<file path="src/rtl/nsfl_pkg.sv">
package nsfl_pkg;

  localparam int unsigned MAX_SYMBOLS_DEF = 1024;

  localparam int unsigned DATA_W = 32;

  // op codes (s_axis_tuser)
  localparam logic [1:0] OP_CLEAR  = 2'd0;
  localparam logic [1:0] OP_APPEND = 2'd1;
  localparam logic [1:0] OP_LOOKUP = 2'd2;

  // status codes (m_axis_tuser)
  localparam logic [1:0] ST_OK   = 2'd0;
  localparam logic [1:0] ST_MISS = 2'd1;
  localparam logic [1:0] ST_FULL = 2'd2;

  typedef enum logic [1:0] {
    S_IDLE,
    S_EXEC,
    S_SCAN
  } state_e;

  // which result the output register loads
  typedef enum logic [1:0] {
    RES_OK,
    RES_MISS,
    RES_FULL,
    RES_SCAN
  } res_e;

  typedef struct packed {
    logic latch_in;
    logic clear_do;
    logic append_do;
    logic scan_init;
    logic scan_issue;
    logic out_load;
    res_e out_sel;
  } ctrl_cmd_t;

  typedef struct packed {
    logic [1:0] op;
    logic       present;
    logic       full;
    logic       scan_more;
    logic       rd_valid;
    logic       out_free;
  } dp_stat_t;

endpackage

</file>
<file path="src/rtl/nsfl_ctrl.sv">
module nsfl_ctrl import nsfl_pkg::*; (
  input  logic      clk_i,
  input  logic      rst_ni,
  input  logic      in_valid_i,
  output logic      in_ready_o,
  input  dp_stat_t  stat_i,
  output ctrl_cmd_t cmd_o
);

  state_e state_q, state_d;

  always_ff @(posedge clk_i or negedge rst_ni) begin
    if (!rst_ni) begin
      state_q <= S_IDLE;
    end else begin
      state_q <= state_d;
    end
  end

  always_comb begin
    state_d    = state_q;
    in_ready_o = 1'b0;
    cmd_o      = '{default: '0, out_sel: RES_OK};
    case (state_q)
      S_IDLE: begin
        in_ready_o = 1'b1;
        if (in_valid_i) begin
          cmd_o.latch_in = 1'b1;
          state_d        = S_EXEC;
        end
      end
      S_EXEC: begin
        case (stat_i.op)
          OP_CLEAR: begin
            if (stat_i.out_free) begin
              cmd_o.clear_do = 1'b1;
              cmd_o.out_load = 1'b1;
              cmd_o.out_sel  = RES_OK;
              state_d        = S_IDLE;
            end
          end
          OP_APPEND: begin
            if (stat_i.out_free) begin
              cmd_o.out_load = 1'b1;
              if (stat_i.full) begin
                cmd_o.out_sel = RES_FULL;
              end else begin
                cmd_o.append_do = 1'b1;
                cmd_o.out_sel   = RES_OK;
              end
              state_d = S_IDLE;
            end
          end
          OP_LOOKUP: begin
            if (!stat_i.present) begin
              if (stat_i.out_free) begin
                cmd_o.out_load = 1'b1;
                cmd_o.out_sel  = RES_MISS;
                state_d        = S_IDLE;
              end
            end else begin
              cmd_o.scan_init = 1'b1;
              state_d         = S_SCAN;
            end
          end
          default: begin
            if (stat_i.out_free) begin
              cmd_o.out_load = 1'b1;
              cmd_o.out_sel  = RES_MISS;
              state_d        = S_IDLE;
            end
          end
        endcase
      end
      S_SCAN: begin
        if (stat_i.scan_more) begin
          cmd_o.scan_issue = 1'b1;
        end else if (!stat_i.rd_valid && stat_i.out_free) begin
          // last compare retired
          cmd_o.out_load = 1'b1;
          cmd_o.out_sel  = RES_SCAN;
          state_d        = S_IDLE;
        end
      end
      default: begin
        state_d = S_IDLE;
      end
    endcase
  end

endmodule

</file>
<file path="config.mk">
export PLATFORM = sky130hd
export DESIGN_NAME = nsfl_ctrl
export DESIGN_NICKNAME = d
export VERILOG_FILES = /design/src/rtl/nsfl_pkg.sv /design/src/rtl/nsfl_ctrl.sv
export SDC_FILE = /design/constraint.sdc
export NUM_CORES = 1
export LEC_CHECK = 0
export ABC_AREA = 1
export BUFFER_PORTS_ARGS = -buffer_cell sky130_fd_sc_hd__buf_2
export CORE_AREA = 2 2 39 41
export CTS_CLUSTER_SIZE = 12
export DETAILED_ROUTE_END_ITERATION = 6
export DIE_AREA = 0 0 41 43
export GPL_ROUTABILITY_DRIVEN = 0
export HOLD_SLACK_MARGIN = 0.05
export SKIP_LAST_GASP = 1
export SYNTH_ARGS = -nofsm -noshare
export SYNTH_HDL_FRONTEND = slang
export SYNTH_SLANG_ARGS = --single-unit
</file>
<file path="constraint.sdc">
create_clock -name clk_i -period 1.2 [get_ports clk_i]
set_input_delay 0.06 -clock clk_i [delete_from_list [all_inputs] [get_ports clk_i]]
set_output_delay 0.06 -clock clk_i [all_outputs]
set_load 0.05 [all_outputs]
</file>
==> flow_summary.json, run 1 <==
{
  "place_inst": 88,
  "ys_ff_latch": 2,
  "synth_edf_count": 0,
  "final_cell_area_sq_um": 662,
  "totalNegativeSetupSlack_ps": -1690,
  "vias_per_cell": 4.22,
  "wl_per_cell_um": 10.0,
  "critPathMaxFanout": 3,
  "crit_path_start": "state_q[0]$_DFFE_PN0P_",
  "antenna_found_initial": 0,
  "preCtsSetupSlack_ps": -197,
  "mostFrequentLayoutCells": "nand2_1 (10), buf_2 (9), buf_6 (9), inv_1 (6), inv_2 (5)",
  "placed_cell_area_sq_um": 507,
  "crit_type": "reg2out",
  "synth-main-ff-cell": "dfrtp_1",
  "design.die.area_sq_um": 1760,
  "layout.nets": 92,
  "cp.arrival_ps": 1450,
  "drc": 0,
  "cts_buffers": 3,
  "syn-mean-instance-area_sq_um": 5.77,
  "die_w_um": 41,
  "syn_inst": 49,
  "cts_root_buf": "clkbuf_4",
  "synthesis.nets": 62,
  "maxCapViolCount": 0,
  "grt.overflow.total": 0,
  "async_reset_ff_share_pct": 100,
  "critPathLaunchType": "register",
  "final_util_pct": 47.8,
  "grt_usage_pct": 12.2,
  "initial_core_util_pct": 20.4,
  "setup_viol": 9,
  "ant_nets": 0,
  "port_buffers": 18,
  "diodes": 0,
  "final_common_cell": "nand2_1",
  "vdd_drop_max_v": 0.00103,
  "r2r_start": "state_q[0]$_DFFE_PN0P_",
  "setup_ws_ps": -306,
  "die_h_um": 43,
  "fillers": 145,
  "cts_buffer_depth": 2,
  "drt-total-wl_um": 933,
  "p_sw_share_pct": 52.7,
  "core_sq_um": 1380,
  "tightest_slew_ps": 283,
  "grt_pass1_vias": 390,
  "holdCritPathClass": "in2async",
  "yosys_warnings": 0,
  "drt_iter0_drc": 4,
  "cellInternalPower_uw": 551,
  "largest_registers": "state_q x2",
  "pwr-share-comb_pct": 76.1,
  "reg2regPathDepth": 8,
  "largest_reg_flops": 2,
  "violations": "setup timing",
  "required_ps": 1140,
  "power_density_nw_per_um2": 1760,
  "clkTransAtPathRegs_ps": 30,
  "relSlewSlack_pct": 81.1,
  "fin_cells": 93,
  "netlist_area_sq_um": 283,
  "r2r_setup_slack_ps": 10,
  "htreeDepth": 1,
  "first_pass_iters": 4,
  "fin_crit_ps": 1510,
  "crit_path_end_kind": "output port",
  "skew_ps": 0.481,
  "regToRegEndpoint": "state_q[0]$_DFFE_PN0P_",
  "drv_slew": 0,
  "placementRows": 14,
  "clk_latency_ps": 220,
  "clkPwrFrac_pct": 13.0,
  "grt_pass1_wl_um": 1380,
  "ioPinCount": 19,
  "ys_types": 14,
  "layout-drive-gt1-share_pct": 63.6,
  "area_delta_synth_final_pct": 134,
  "pwr-share-seq_pct": 10.9,
  "cts_tree": "done",
  "regMostFlops": "state_q",
  "grt_setup_unrepaired": "true",
  "p_leak_uw": 0.000316,
  "fmax_mhz": 664,
  "min_period_over_period_pct": 126,
  "clock-sinks": 2,
  "hold_viol_final": 0,
  "switching_power_uw": 613,
  "status": "complete, but fails checks",
  "grt_start_max_net_pins": 7,
  "hpwl_um": 677,
  "ys_seq_area_share_pct": 17.7,
  "num_vias": 392
}
==> power groups by stage <==
| stage | Combinational (uW) | Sequential [uW] | Clock (uW) |
|---|---|---|---|
| after detailed placement | 675 | 113 | 0 |
| after global routing | 947 | 130 | 171 |
| final | 886 | 127 | 151 |
| after floorplan | 518 | 107 | 0 |
| after CTS | 816 | 114 | 163 |
| after global placement | 662 | 112 | 0 |
==> area by class of cell <==
| type | count | area [sq um] | area share [%] |
|---|---|---|---|
| inverter | 13 | 55.1 | 8.32 |
| clock buffer | 3 | 22.5 | 3.40 |
| sequential | 2 | 51.3 | 7.75 |
| multi-input combinational | 34 | 297 | 44.8 |
| timing repair buffer | 25 | 216 | 32.7 |
| tap | 16 | 20.0 | 3.02 |
==> what timing repair did <==
item	4_1_cts	5_1_grt
setup endpoints to repair	10	11
gates resized for setup	28	7
pin swaps	3	7
endpoints found under the hold margin	2	0
hold buffers	1	0
buffers inserted	1	0
==> Yosys cell counts, types with 2 or more instances <==
cell type,instances,area (sq um)
a21oi_1,3,15.0
inv_2,2,7.51
o21ai_1,2,10.0
ha_1,3,37.5
inv_1,11,41.3
dfrtp_1,2,50.1
nand2_1,11,41.3
nand3_1,5,25.0
nor2_1,3,11.3
nand2_2,3,18.8
==> routing by layer <==
layer  wire, um  GRT usage [%]
met5          0              0
met4          0           10.0
met2        522           19.1
met3         30           3.14
met1        380           12.6
==> worst max-delay path by stage <==
stage	end	depth (start not counted)	slack, ps
after floorplan	cmd_o[0]	6	-190
after global placement	cmd_o[0]	7	-180
after detailed placement	cmd_o[1]	7	-200
after CTS	cmd_o[2]	6	-270
after global routing	cmd_o[2]	6	-360
final	cmd_o[2]	6	-310
==> metrics by stage <==
step           hold WS [ps]  total power [uW]
6_report                152              1160
5_1_grt                 145              1250
4_1_cts                 135              1090
3_5_place_dp           -153               789
3_3_place_gp           -154               774
2_1_floorplan          -236               625
==> cell families after synthesis <==
| kind of cell | Yosys count | share of synthesized area (%) |
|---|---|---|
| fa+ha+maj | 3 | 13.3 |
| compound gates | 6 | 11.5 |
| buf+inv | 13 | 17.3 |
| simple gates | 25 | 40.3 |
| flops | 2 | 17.7 |
==> worst max-delay path, stage by stage (launching register included) <==
cell	delay [ps]
dfrtp_2	430
inv_2	100
ha_4	140
nand4_1	100
buf_6	160
a21oi_4	120
buf_6	170
Note: power is estimated with default switching activity, not from simulation.
==> run 2: changes to the inputs <==
--- a/config.mk
+++ b/config.mk
@@ -5,7 +5,6 @@
 export SDC_FILE = /design/constraint.sdc
 export NUM_CORES = 1
 export LEC_CHECK = 0
-export ABC_AREA = 1
 export BUFFER_PORTS_ARGS = -buffer_cell sky130_fd_sc_hd__buf_2
 export CORE_AREA = 2 2 39 41
 export CTS_CLUSTER_SIZE = 12
@@ -13,6 +12,7 @@
 export DIE_AREA = 0 0 41 43
 export GPL_ROUTABILITY_DRIVEN = 0
 export HOLD_SLACK_MARGIN = 0.05
+export PLACE_DENSITY_LB_ADDON = 0.15
 export SKIP_LAST_GASP = 1
 export SYNTH_ARGS = -nofsm -noshare
 export SYNTH_HDL_FRONTEND = slang
==> constraint.sdc (replaced) <==
create_clock -name clk_i -period 1.2 [get_ports clk_i]
set_input_delay 0.06 -clock clk_i [delete_from_list [all_inputs] [get_ports clk_i]]
set_output_delay 0.06 -clock clk_i [all_outputs]
set_load 0.02 [all_outputs]
==> run 2 against run 1 <==
Effect of this change: the flow still finishes with violations (setup timing); area after synthesis is 0.89% higher; register-to-register slack worse by 120 ps; wire length is 4.3% lower; die area stayed put; critical path type unchanged; critical endpoint is now cmd_o[0]; largest power group unchanged.
==> flow_summary.json, run 2 <==
{
  "largest_reg_flops": 2,
  "regToRegEndpoint": "state_q[0]$_DFFE_PN0P_",
  "yosysTopAreaCell": "dfrtp_1",
  "placed_cell_area_sq_um": 467,
  "async_reset_ff_share_pct": 100,
  "min_period_over_period_pct": 125,
  "synth_top_area_share_pct": 17.5,
  "clock-sinks": 2,
  "final_cell_area_sq_um": 611,
  "cp.arrival_ps": 1440,
  "pwr-share-seq_pct": 11.0,
  "syn-mean-instance-area_sq_um": 8.64,
  "synthesis.nets": 46,
  "relSlewSlack_pct": 87.3,
  "maxCapViolCount": 0,
  "total_power_uw": 1030,
  "layout-drive-gt1-share_pct": 74.2,
  "cellInternalPower_uw": 632,
  "synth_edf_count": 0,
  "core_sq_um": 1380,
  "reg2regPathDepth": 5,
  "first_pass_iters": 4,
  "grt_pass1_vias": 340,
  "synth-compound-area-share_pct": 23.2,
  "clk_latency_ps": 230,
  "die_w_um": 41,
  "synthXorXnorAreaFrac_pct": 0,
  "pwr-share-comb_pct": 73.9,
  "vias_per_cell": 4.62,
  "largest_registers": "state_q x2",
  "switching_power_uw": 399,
  "place_inst": 71,
  "crit_type": "reg2out",
  "p_sw_share_pct": 38.7,
  "clkPwrFrac_pct": 15.1,
  "design.die.area_sq_um": 1760,
  "drc": 0,
  "grt_start_max_net_pins": 7,
  "crit_path_end_kind": "output port",
  "area_delta_synth_final_pct": 114,
  "synth_area_leaders": "dfrtp_1 (18%), ha_1 (13%), nor2b_1 (8.8%), and2_1 (6.6%), o2bb2ai_1 (6.1%)",
  "violations": "setup timing",
  "antenna_found_initial": 0,
  "ioPinCount": 19,
  "synth_most_common_cell": "nor2b_1",
  "critPathLaunchType": "register",
  "initial_core_util_pct": 20.6,
  "tightest_slew_ps": 190,
  "muxShareOfSynthArea_pct": 0,
  "layout.nets": 77,
  "grt.overflow.total": 0,
  "synth_fa_ha_area_share_pct": 13.2,
  "cts_tree": "done",
  "diodes": 0,
  "r2r_setup_slack_ps": -110,
  "p_leak_uw": 0.000273,
  "ys_seq_area_share_pct": 17.5,
  "fin_crit_ps": 1500,
  "ant_nets": 0,
  "setup_ws_ps": -301,
  "port_buffers": 18,
  "cts_buffer_depth": 2,
  "skew_ps": 9.58,
  "power_density_nw_per_um2": 1690,
  "fin_cells": 78,
  "clkTransAtPathRegs_ps": 40,
  "synth-main-ff-cell": "dfrtp_1",
  "die_h_um": 43,
  "cts_buffers": 3,
  "num_vias": 360,
  "critPathMaxFanout": 3,
  "synth_commonest_cells": "nor2b_1 (4), and2_1 (3), ha_1 (3)",
  "vdd_drop_max_v": 0.000624,
  "drt-total-wl_um": 893,
  "synth_top_family_by_area": "simple AND/OR/NAND/NOR gates",
  "setup_viol": 11,
  "ys_ff_latch": 2,
  "cts_root_buf": "clkbuf_4",
  "yosys.area_share.simple_pct": 43.4,
  "drt_iter0_drc": 8,
  "final_util_pct": 44.1,
  "placementRows": 14,
  "ys_types": 21,
  "grt_usage_pct": 12.0,
  "drv_slew": 0,
  "preCtsSetupSlack_ps": -105,
  "required_ps": 1140,
  "grt_setup_unrepaired": "true",
  "hold_viol_final": 0,
  "holdCritPathClass": "in2async",
  "yosys_warnings": 0,
  "fmax_mhz": 666,
  "wl_per_cell_um": 11.4,
  "r2r_start": "state_q[0]$_DFFE_PN0P_",
  "syn_inst": 33,
  "htreeDepth": 1,
  "mostFrequentLayoutCells": "buf_2 (9), buf_6 (9), buf_4 (7), clkbuf_4 (3)",
  "netlist_area_sq_um": 285,
  "status": "complete, but fails checks",
  "regMostFlops": "state_q",
  "grt_pass1_wl_um": 1390
}
-- run 2: kinds of logic after synthesis --
kind of cell / after synthesis
fa+ha+maj: 3
simple gates: 18
compound gates: 8
buf+inv: 2
flops: 2
-- run 2: routing by layer --
layer / wire, um / part of all wire (%) / up-vias / GRT usage (%)
met4: 13 / 1.5 / 0 / 8.00
met3: 44 / 4.9 / 2 / 3.66
met1: 406 / 45 / 164 / 15.4
met2: 429 / 48 / 13 / 16.6
met5: 0 / 0 / - / 0
li1: - / - / 181 / -
-- run 2: worst max path at each step --
stage / startpoint / to / slack, ps / cells past startpoint
finish: state_q[0]$_DFFE_PN0P_ / cmd_o[0] / -300 / 6
floorplan: state_q[0]$_DFFE_PN0P_ / cmd_o[0] / -30 / 5
global route: state_q[1]$_DFFE_PN0P_ / cmd_o[1] / -370 / 6
CTS: state_q[0]$_DFFE_PN0P_ / cmd_o[1] / -290 / 6
global placement: state_q[0]$_DFFE_PN0P_ / state_q[0]$_DFFE_PN0P_ / -110 / 5
detailed placement: state_q[0]$_DFFE_PN0P_ / state_q[1]$_DFFE_PN0P_ / -110 / 5
-- run 2: stage by stage --
stage / TNS [ps] / hold WS, ps
after floorplan: -47.1 / -236
after global placement: -378 / -148
after detailed placement: -395 / -148
after CTS: -1720 / 141
after global routing: -2440 / 143
final: -1740 / 143
-- run 2: critical path: stages (launching register included) --
cell and delay [ps]:
dfrtp_1 360, inv_2 70, ha_4 160, and4bb_2 250, a41oi_2 180, nor2b_2 60
buf_6 130
-- run 2: cell type report --
cell class | instances | area (sq um)
fill | 142 | 773
clock buffer | 3 | 22.5
multi-input combinational | 29 | 302
tap | 16 | 20.0
timing repair buffer | 26 | 209
sequential | 2 | 50.0
inverter | 2 | 7.51
-- run 2: timing repair --
item	4_1_cts	5_1_grt
hold endpoints to repair	2	0
setup buffers	1	2
resized for setup	22	4
hold buffers	1	0
endpoints found under the setup margin	10	11
pin swaps	5	4
-- run 2: power groups by stage --
stage / combinational [uW] / sequential (uW) / clock, uW
3_3_place_gp: 574 / 111 / 0
6_report: 763 / 113 / 156
3_5_place_dp: 567 / 114 / 0
2_1_floorplan: 367 / 120 / 0
4_1_cts: 698 / 112 / 160
5_1_grt: 833 / 116 / 168
